==> src/rtl/rpbi_pkg.sv <==
package rpbi_pkg;

    localparam int NUM_CHANNELS = 14;

    localparam int CMD_W     = 2;
    localparam int RSSI_W    = 8;
    localparam int CHAN_W    = 4;
    localparam int ON_W      = 8;
    localparam int OFF_W     = 10;
    localparam int DECAY_W   = 6;
    localparam int DCOUNT_W  = 7;
    localparam int BLINK_W   = 11;
    localparam int CFG_IDX_W = 2;
    localparam int CFG_DATA_W = 10;

    localparam logic [CMD_W-1:0] CMD_PACKET = 2'd0;
    localparam logic [CMD_W-1:0] CMD_SCAN   = 2'd1;
    localparam logic [CMD_W-1:0] CMD_TICK   = 2'd2;

    localparam logic [CFG_IDX_W-1:0] CFG_ON_TIME    = 2'd0;
    localparam logic [CFG_IDX_W-1:0] CFG_OFF_MAX    = 2'd1;
    localparam logic [CFG_IDX_W-1:0] CFG_NEAR_THR   = 2'd2;
    localparam logic [CFG_IDX_W-1:0] CFG_DECAY_STEPS = 2'd3;

    localparam logic [ON_W-1:0]          ON_TIME_RST     = 8'd1;
    localparam logic [OFF_W-1:0]         OFF_MAX_RST     = 10'd500;
    localparam logic signed [RSSI_W-1:0] NEAR_THR_RST    = -8'sd60;
    localparam logic [DECAY_W-1:0]       DECAY_STEPS_RST = 6'd40;

    localparam logic signed [RSSI_W-1:0] PEAK_FLOOR  = -8'sd90;
    localparam logic signed [RSSI_W-1:0] LADDER_BASE = -8'sd65;

    localparam logic [CHAN_W-1:0] HOP_FIRST = 4'd1;
    localparam logic [CHAN_W-1:0] HOP_LAST  = CHAN_W'(NUM_CHANNELS);

    typedef struct packed {
        logic                     led_on;
        logic [CHAN_W-1:0]        tune_channel;
        logic signed [RSSI_W-1:0] peak_level;
        logic [CHAN_W-1:0]        peak_chan;
        logic [OFF_W-1:0]         off_ticks;
    } rpbi_result_t;

    // extra off time for a peak above the ladder base
    function automatic logic [6:0] ladder_extra(input logic signed [RSSI_W-1:0] p);
        logic [6:0] e;
        begin
            if (p > -8'sd30)
                e = 7'd0;
            else if (p > -8'sd35)
                e = 7'd10;
            else if (p > -8'sd40)
                e = 7'd30;
            else if (p > -8'sd45)
                e = 7'd50;
            else if (p > -8'sd50)
                e = 7'd70;
            else if (p > -8'sd60)
                e = 7'd80;
            else
                e = 7'd100;
            return e;
        end
    endfunction

endpackage

==> src/rtl/rpbi_core.sv <==
module rpbi_core
    import rpbi_pkg::*;
(
    input  logic                     clk,
    input  logic                     rst_n,
    input  logic                     step,
    input  logic [CMD_W-1:0]         cmd,
    input  logic signed [RSSI_W-1:0] rssi,
    input  logic [CHAN_W-1:0]        rx_channel,
    input  logic                     cfg_we,
    input  logic [CFG_IDX_W-1:0]     cfg_idx,
    input  logic [CFG_DATA_W-1:0]    cfg_wdata,
    output rpbi_result_t             result
);

    logic [ON_W-1:0]          on_time_reg;
    logic [OFF_W-1:0]         off_max_reg;
    logic signed [RSSI_W-1:0] near_thr_reg;
    logic [DECAY_W-1:0]       decay_steps_reg;

    logic signed [RSSI_W-1:0] peak_rssi_reg, peak_rssi_next;
    logic [CHAN_W-1:0]        peak_chan_reg, peak_chan_next;
    logic [OFF_W-1:0]         off_time_reg, off_time_next;
    logic [BLINK_W-1:0]       blink_reg, blink_next;
    logic                     led_reg, led_next;
    logic [CHAN_W-1:0]        hop_reg, hop_next;
    logic [DCOUNT_W-1:0]      decay_reg, decay_next;

    logic [BLINK_W-1:0]       blink_inc;
    logic [DCOUNT_W-1:0]      decay_inc;

    always_ff @(posedge clk or negedge rst_n)
    begin
        if (!rst_n)
        begin
            on_time_reg     <= ON_TIME_RST;
            off_max_reg     <= OFF_MAX_RST;
            near_thr_reg    <= NEAR_THR_RST;
            decay_steps_reg <= DECAY_STEPS_RST;
        end
        else if (cfg_we)
        begin
            case (cfg_idx)
                CFG_ON_TIME:     on_time_reg     <= cfg_wdata[ON_W-1:0];
                CFG_OFF_MAX:     off_max_reg     <= cfg_wdata[OFF_W-1:0];
                CFG_NEAR_THR:    near_thr_reg    <= signed'(cfg_wdata[RSSI_W-1:0]);
                CFG_DECAY_STEPS: decay_steps_reg <= cfg_wdata[DECAY_W-1:0];
                default:         ;
            endcase
        end
    end

    assign blink_inc = blink_reg + BLINK_W'(1);
    assign decay_inc = decay_reg + DCOUNT_W'(1);

    always_comb
    begin
        peak_rssi_next = peak_rssi_reg;
        peak_chan_next = peak_chan_reg;
        off_time_next  = off_time_reg;
        blink_next     = blink_reg;
        led_next       = led_reg;
        hop_next       = hop_reg;
        decay_next     = decay_reg;
        case (cmd)
            CMD_PACKET:
            begin
                if (rssi > near_thr_reg && rssi > peak_rssi_reg)
                begin
                    peak_rssi_next = rssi;
                    peak_chan_next = rx_channel;
                end
            end
            CMD_SCAN:
            begin
                hop_next = (hop_reg == HOP_LAST) ? HOP_FIRST : hop_reg + CHAN_W'(1);
                if (peak_rssi_reg > LADDER_BASE)
                    off_time_next = OFF_W'(on_time_reg) + OFF_W'(ladder_extra(peak_rssi_reg));
                decay_next = decay_inc;
                if (decay_inc > DCOUNT_W'(decay_steps_reg))
                begin
                    peak_rssi_next = PEAK_FLOOR;
                    peak_chan_next = '0;
                    off_time_next  = off_max_reg;
                    decay_next     = '0;
                end
            end
            CMD_TICK:
            begin
                blink_next = blink_inc;
                if (blink_inc >= BLINK_W'(on_time_reg))
                    led_next = 1'b0;
                if (blink_inc > BLINK_W'(off_time_reg))
                begin
                    led_next   = 1'b1;
                    blink_next = '0;
                end
            end
            default: ;
        endcase
    end

    always_ff @(posedge clk or negedge rst_n)
    begin
        if (!rst_n)
        begin
            peak_rssi_reg <= PEAK_FLOOR;
            peak_chan_reg <= '0;
            off_time_reg  <= OFF_MAX_RST;
            blink_reg     <= '0;
            led_reg       <= 1'b0;
            hop_reg       <= HOP_FIRST;
            decay_reg     <= '0;
        end
        else if (step)
        begin
            peak_rssi_reg <= peak_rssi_next;
            peak_chan_reg <= peak_chan_next;
            off_time_reg  <= off_time_next;
            blink_reg     <= blink_next;
            led_reg       <= led_next;
            hop_reg       <= hop_next;
            decay_reg     <= decay_next;
        end
    end

    assign result.led_on       = led_next;
    assign result.tune_channel = hop_next;
    assign result.peak_level   = peak_rssi_next;
    assign result.peak_chan    = peak_chan_next;
    assign result.off_ticks    = off_time_next;

endmodule

==> src/rtl/rssi_peak_blink_indicator_top.sv <==
// Signal strength activity indicator driving an LED.
// Input channel (in_valid/in_ready): one event per transfer, cmd selects a
// packet (rssi, rx_channel), a scan step or a blink tick; cmd 3 changes nothing.
// Output channel (out_valid/out_ready): exactly one result per event, showing
// LED level, tune channel, held peak, its channel and the current off time.
// The result is registered and presented in the cycle after the input transfer.
// Throughput: one event per cycle while the receiver accepts results; the state update is
// combinational logic between the state registers and the output register.
// When the receiver stalls, the output register holds its result and the next
// event is taken in the same cycle the held result is transferred.
// Configuration (cfg_valid/cfg_ready, cfg_index, cfg_data) is always ready;
// index 0 on_time, 1 off_max, 2 near_threshold, 3 decay_steps. Write only
// while idle; a new off_max takes effect at the next decay.
// Reset: peak -90, peak channel 0, off time 500, LED off, hop channel 1,
// registers to on_time 1, off_max 500, near_threshold -60, decay_steps 40.
module rssi_peak_blink_indicator_top
    import rpbi_pkg::*;
(
    input  logic                     clk,
    input  logic                     rst_n,
    input  logic                     in_valid,
    output logic                     in_ready,
    input  logic [CMD_W-1:0]         cmd,
    input  logic signed [RSSI_W-1:0] rssi,
    input  logic [CHAN_W-1:0]        rx_channel,
    output logic                     out_valid,
    input  logic                     out_ready,
    output logic                     led_on,
    output logic [CHAN_W-1:0]        tune_channel,
    output logic signed [RSSI_W-1:0] peak_level,
    output logic [CHAN_W-1:0]        peak_chan,
    output logic [OFF_W-1:0]         off_ticks,
    input  logic                     cfg_valid,
    output logic                     cfg_ready,
    input  logic [CFG_IDX_W-1:0]     cfg_index,
    input  logic [CFG_DATA_W-1:0]    cfg_data
);

    logic         step;
    logic         out_valid_reg;
    rpbi_result_t result;
    rpbi_result_t res_reg;

    assign in_ready  = !out_valid_reg || out_ready;
    assign step      = in_valid && in_ready;
    assign cfg_ready = 1'b1;

    rpbi_core u_core (
        .clk        (clk),
        .rst_n      (rst_n),
        .step       (step),
        .cmd        (cmd),
        .rssi       (rssi),
        .rx_channel (rx_channel),
        .cfg_we     (cfg_valid),
        .cfg_idx    (cfg_index),
        .cfg_wdata  (cfg_data),
        .result     (result)
    );

    always_ff @(posedge clk or negedge rst_n)
    begin
        if (!rst_n)
            out_valid_reg <= 1'b0;
        else if (in_ready)
            out_valid_reg <= in_valid;
    end

    always_ff @(posedge clk)
    begin
        if (step)
            res_reg <= result;
    end

    assign out_valid    = out_valid_reg;
    assign led_on       = res_reg.led_on;
    assign tune_channel = res_reg.tune_channel;
    assign peak_level   = res_reg.peak_level;
    assign peak_chan    = res_reg.peak_chan;
    assign off_ticks    = res_reg.off_ticks;

endmodule

==> config.mk <==
export PLATFORM = sky130hd
export DESIGN_NAME = rssi_peak_blink_indicator_top
export DESIGN_NICKNAME = d
export VERILOG_FILES = /design/src/rtl/rpbi_pkg.sv /design/src/rtl/rpbi_core.sv /design/src/rtl/rssi_peak_blink_indicator_top.sv
export SDC_FILE = /design/constraint.sdc
export NUM_CORES = 1
export LEC_CHECK = 0
export BUFFER_PORTS_ARGS = -buffer_cell sky130_fd_sc_hd__buf_4
export CORE_MARGIN = 3
export CORE_UTILIZATION = 60
export DETAILED_ROUTE_END_ITERATION = 10
export GPL_ROUTABILITY_DRIVEN = 0
export PLACE_DENSITY = 0.81
export SYNTH_ARGS = -nofsm -noshare
export SYNTH_HDL_FRONTEND = slang
export SYNTH_HIERARCHICAL = 1
export SYNTH_SLANG_ARGS = --single-unit
export TNS_END_PERCENT = 50
==> constraint.sdc <==
create_clock -name clk -period 3.7 [get_ports clk]
set_input_delay 0.74 -clock clk [delete_from_list [all_inputs] [get_ports clk]]
set_output_delay 0.74 -clock clk [all_outputs]
set_load 0.01 [all_outputs]
==> metrics.txt, run 1 <==
RSZ-0062 raised after global routing false; HP Start u_core/off_time_reg[5]; Hold Vio Cnt, Final 0; Seq cells post-synth 105; root buf cell clkbuf_8; net load switching power 1.78 mW; Max FO, Critical Path 6; Synth Cell Area 6180 sq um; setup TNS 0 ns; Critical Path AT between 3 and 4 ns; Num CTS Buffers 9; cell family with most CP delay compound AO/OA/AOI/OAI gates; CTS tree yes; Post-CTS Hold Fix Bufs 0; H-Tree Depth 3; max-slew violation count 0; required time of the critical path 3.83 ns; synthesis-to-finish area growth 12.3%; Initial Util 62.3%; all-layer global routing usage 25.6%; max reg flops 11; # Max-Cap Violations 0; status finished clean; Rel. slew slack 34.0%; clock skew 0.0167 ns; worst min-delay path class reg2reg; internal power 2.78 mW; Worst-path clk slew 0.10 ns; cells along the critical path inv_1, or3_1, a211oi_2, o31ai_1, a21o_1, fa_1, nand2b_1, a21oi_1, o21ai_0, mux2_2, nor3_1, o31ai_1; multi-input logic area 3110 sq um; CP max-delay cell dfrtp_1; Routed Antenna Nets 0; # IOs 61; Final Instance Area 6940 sq um; Register Area 2790 sq um; Combinational Power Share 44.5%; Syn Nets 711; CP peak stage delay approximately 0.45 ns; Pwr Density 656 nW/um^2; post-CTS setup buffers 0; worst-margin pin slew around 0.99 ns; FF-to-FF path depth 12; # port buffers 59; Die X 107 um; LEAKAGE 3.06 nW; Crit path buffers/inverters 1; Syn Area/Cell 9.79 sq um; Non-Filler Instances 822; sequential fraction of the synthesis area 45.2%; clk_lat worst skew 0.37 ns; cell taking the most area after synthesis dfrtp_1; worst vdd ir about 0.3 mV; grt ovf 0; ranking of synthesized cells by area dfrtp_1 (22%), edfxtp_1 (13%), dfstp_2 (9.8%); global-route wire length before repair 23.5 mm; vias in the first global route 4,997; Fin Hold WS 0.496 ns; DRC Markers 0; Post-synth EDFFs 27; vias per cell 6.05; Async S/R FF share, synth 74.3%; total power 4.55 mW; Tcrit/Tclk final 94.3%; switching share of total power 39.0%; dpl cells between 800 and 900; die area between 10,000 and 15,000 sq um; Max Fclk around 0.29 GHz; Core Box Area 9910 sq um; Final nets between 700 and 800; most common flop cell mapped by yosys dfrtp_1; largest net degree at the start of global routing 79; Synth Instances 631; critical path capture point type register; initial antenna violation count 0; fill count 751; # diodes 0; initial detailed-routing violation count 300; Crit Path Category reg2reg; placed cell area 6740 sq um; endpoints failing setup 0; vias ~5,000; DIE HEIGHT 107 um; clk sinks roughly 110; Synth top area share ~22%; commonest non-fill, non-tap cell in the layout nand2_1; sequential power share 40.7%; most frequent cells in the layout nand2_1 (74), o21ai_0 (69), buf_4 (68); DR WL/cell 17.2 um; WHS Path Cells 2; 1st-pass router iterations 5; Hold Crit Endpoint u_core/off_time_reg[5]; Routed Wire Length between 10 and 15 mm; cell row count 36; Yosys Warn Count 6; CP dominant cell by count o31ai_1; r2r setup slk 0.21 ns; R2R Path End off_ticks[7]; crit path time final 3.49 ns; Distinct cells, synth 58; crit start category register; clock buffer depth 2; post-DP HPWL ~10 mm; layout cells sized above 1 21.0%; clock share of power 14.8%; Crit Reg-Reg Startpoint u_core/peak_rssi_reg[6]
## cell usage after synthesis (6+ instances only)
library cell and count:
dfstp_2 23, nand2_1 74, a21oi_1 21, o21ai_1 9
dfrtp_1 55, o31ai_1 10, clkbuf_1 19, inv_1 45
xnor2_1 12, a21o_1 12, mux2i_1 7, nand3_1 32
a211oi_1 7, mux2_2 30, edfxtp_1 27, nor3_1 9
o211ai_1 7, and2_1 6, o21ai_0 69, nand2b_1 12
nor2b_1 8, ha_1 48, nor2_1 24
## power by group through the flow
stage / logic (mW) / registers [mW] / clock network [mW]
6_report: 2.03 / 1.85 / 0.674
5_1_grt: 2.27 / 1.90 / 0.740
4_1_cts: 1.99 / 1.84 / 0.692
3_5_place_dp: 1.97 / 1.86 / 0
3_3_place_gp: 1.88 / 1.84 / 0
2_1_floorplan: 1.43 / 1.81 / 0
## stage by stage
| step | util (%) | setup slack [ns] |
|---|---|---|
| 5_1_grt | 70.0 | 0.00119 |
| 3_5_place_dp | 68.0 | 0.225 |
| 6_report | 70.0 | 0.209 |
| 2_1_floorplan | - | 0.612 |
| 4_1_cts | 69.9 | 0.219 |
| 3_3_place_gp | 68.0 | 0.429 |
## worst min-delay path, cell delays in order, from the launching register on
cell	delay, ns
dfstp_2	0.39
nand2_1	0.04
o21ai_0	0.06
## cell families after synthesis
logic type	count (synthesis)	share of synthesized area [%]
simple gates	190	15.1
compound gates	161	16.0
flops	105	45.2
buf+inv	72	4.64
fa+ha+maj	49	10.0
mux	38	6.79
xor+xnor	15	2.13
other cells	1	0.0607
## cell type report
class	count	share of cell area, %
Clock buffer	13	2.29
Tap cell	133	2.40
Inverter	46	2.49
Clock inverter	3	0.343
Multi-Input combinational cell	454	44.9
Sequential cell	105	40.2
Timing Repair Buffer	68	7.36
## per-layer routing
metal / vias up / global-route usage [%] / share of wire (%)
li1: 2344 / - / -
met1: 2381 / 32.4 / 42
met2: 216 / 44.0 / 49
met3: 36 / 4.26 / 7.0
met4: 0 / 9.65 / 2.3
met5: - / 0 / 0
## worst max path at each step
stage / start / endpoint / slack, ns / cells after the start
2_1_floorplan: u_core/peak_rssi_reg[6] / off_ticks[7] / 0.61 / 12
3_3_place_gp: u_core/peak_rssi_reg[6] / off_ticks[7] / 0.43 / 12
3_5_place_dp: u_core/peak_rssi_reg[6] / off_ticks[7] / 0.23 / 12
4_1_cts: u_core/peak_rssi_reg[6] / off_ticks[7] / 0.22 / 12
5_1_grt: u_core/peak_rssi_reg[6] / off_ticks[7] / 0.001 / 13
6_report: u_core/peak_rssi_reg[6] / off_ticks[7] / 0.21 / 12
## what timing repair did
action	4_1_cts	5_1_grt
endpoints found under the setup margin	0	1
gates resized for setup	0	4
endpoints found under the hold margin	0	0
(Power assumes the default switching activity.)
==> run 2, diff against run 1 <==
Settings changed: SYNTH_HIERARCHICAL 1 to not set.
==> metrics.txt, run 2 <==
status finished clean; vias per cell 6.09; initial detailed-routing violation count 450; root buf cell clkbuf_8; worst vdd ir 0.381 mV; 1st-pass router iterations 6; dpl cells 806; grt ovf 0; Post-CTS Hold Fix Bufs 0; LEAKAGE 3.12 nW; CP peak stage delay 0.64 ns; Seq cells post-synth 105; Routed Wire Length 14.4 mm; count leader, synth nand2_1; setup TNS 0 ns; Tcrit/Tclk final 89.1%; clock share of power slightly below 20%; Syn Area/Cell about 9.9 sq um; layout cells sized above 1 20.5%; Max Fclk between 0.3 and 0.4 GHz; Pwr Density 558 nW/um^2; most common flop cell mapped by yosys dfrtp_1; Post-synth EDFFs 27; clk sinks 105; Crit Path Category reg2reg; Final nets 764; worst-margin pin slew 0.992 ns; Syn Nets between 700 and 800; net load switching power roughly 1.4 mW; multi-input logic area 3050 sq um; most frequent cells in the layout nand2_1 (87), buf_4 (69), inv_1 (58); Routed Antenna Nets 0; post-DP HPWL 10.8 mm; clock buffer depth 2; Fin Hold WS 0.468 ns; CP max-delay cell dfstp_2; Core Box Area slightly below 10,000 sq um; synthesis-to-finish area growth 12.9%; Max FO, Critical Path 10; sequential power share 44.6%; crit start category register; DRC Markers 0; global-route wire length before repair 23.8 mm; post-CTS setup buffers 0; vias in the first global route 4,958; Rel. slew slack 33.8%; # IOs 61; # port buffers 59; Worst-path clk slew 0.10 ns; Async S/R FF share, synth 74.3%; largest net degree at the start of global routing 79; r2r setup slk 0.40 ns; Critical Path AT 3.44 ns; top post-synthesis cells by count nand2_1 (87), inv_1 (58), dfrtp_1 (55), o21ai_0 (50), ha_1 (48); # Max-Cap Violations 0; Initial Util 62.5%; Combinational Power Share 35.9%; fill count 722; CTS tree yes; commonest non-fill, non-tap cell in the layout nand2_1; clk_lat worst skew around 0.4 ns; DR WL/cell 17.5 um; CP dominant cell by count a31oi_1; Non-Filler Instances 822; # diodes 0; max reg flops 11; required time of the critical path roughly 3.8 ns; Synth top area share 22.3%; Die X 107 um; Synth Instances 625; Register Area around 2800 sq um; max-slew violation count 0; clock skew 0.00982 ns; FF-to-FF path depth 11; post_cts resized 0; endpoints failing setup 0; DIE HEIGHT approximately 110 um; ranking of synthesized cells by area dfrtp_1 (22%), edfxtp_1 (13%), dfstp_2 (9.8%); worst min-delay path class in2async; vias around 5,000; internal power 2.47 mW; all-layer global routing usage 26.4%; Crit Reg-Reg Startpoint u_core.peak_rssi_reg[7]; cells along the critical path inv_1, nor2_1, nand2_1, a31oi_1, ha_1, a21o_1, a211oi_1, o21ai_0, a221oi_1, or3_1, a31oi_1; cell row count 36; cell taking the most area after synthesis dfrtp_1; H-Tree Depth 3; Hold Vio Cnt, Final 0; switching share of total power between 30% and 40%; initial antenna violation count 0; crit path time final 3.30 ns; RSZ-0062 raised after global routing false; Yosys Warn Count 0; sequential fraction of the synthesis area between 40% and 50%; R2R Path End off_ticks[8]; die area 11,500 sq um; Num CTS Buffers 9; Synth Cell Area 6160 sq um; critical path capture point type register; Distinct cells, synth 60
## run 2: cell count changes after synthesis, sizes merged, moves of 7 or more
cell / previous run / this run
a31oi: 1 / 8
inv: 46 / 58
nand2: 74 / 87
nand3: 32 / 15
nand4: 5 / 16
o21ai: 78 / 54
## run 2: how the worst max path moves through the flow
stage                            start      endpoint  cells after the start
2_1_floorplan  u_core.peak_rssi_reg[7]  off_ticks[7]                     12
3_3_place_gp   u_core.peak_rssi_reg[1]  off_ticks[7]                     11
3_5_place_dp   u_core.peak_rssi_reg[7]  off_ticks[8]                     11
4_1_cts        u_core.peak_rssi_reg[7]  off_ticks[8]                     11
5_1_grt        u_core.peak_rssi_reg[1]  off_ticks[7]                     11
6_report       u_core.peak_rssi_reg[7]  off_ticks[8]                     11
## run 2: metrics by stage
stage | setup WS, ns | util (%) | power [mW] | instance area [sq um]
6_report | 0.402 | 70.5 | 3.88 | 6960
4_1_cts | 0.453 | 70.5 | 3.88 | 6960
3_3_place_gp | 0.601 | 68.4 | 3.03 | 6750
2_1_floorplan | 0.739 | - | 2.67 | 6160
3_5_place_dp | 0.480 | 68.4 | 3.12 | 6750
5_1_grt | 0.146 | 70.5 | 4.15 | 6960
## run 2: logic make-up after synthesis
| group | synth area share (%) |
|---|---|
| compound gates | 17.0 |
| xor+xnor | 2.70 |
| fa+ha+maj | 10.1 |
| buf+inv | 5.18 |
| flops | 45.3 |
| mux | 5.38 |
| other cells | 0.0608 |
| simple gates | 14.3 |
## run 2: worst max-delay path, delay by kind of cell (launching register included)
kind | cells | cell delay [ns]
buffers and inverters | 1 | 0.15
DFF | 1 | 0.64
and+or+nand+nor | 3 | 0.61
AOI/OAI and AO/OA | 6 | 1.37
adders and majority gates | 1 | 0.28
## run 2: routing by layer
metal	up-vias	global-route usage (%)	wire [um]
li1	2379	-	-
met1	2371	34.5	6050
met2	220	42.8	6900
met3	36	6.54	1030
met4	0	9.56	390
met5	-	0	0
## run 2: cell type report
| type | count | share of cell area (%) |
|---|---|---|
| Multi-Input combinational cell | 441 | 43.9 |
| Sequential cell | 105 | 40.1 |
| Timing Repair Buffer | 69 | 7.44 |
| Inverter | 58 | 3.13 |
| Tap cell | 133 | 2.39 |
| Clock buffer | 10 | 2.14 |
| Clock inverter | 6 | 0.899 |
## run 2: power groups by stage
stage          logic, mW  registers (mW)  clock network (mW)
4_1_cts             1.39            1.72               0.770
2_1_floorplan      0.971            1.69                   0
3_3_place_gp        1.31            1.73                   0
5_1_grt             1.58            1.76               0.815
6_report            1.39            1.73               0.756
3_5_place_dp        1.37            1.74                   0
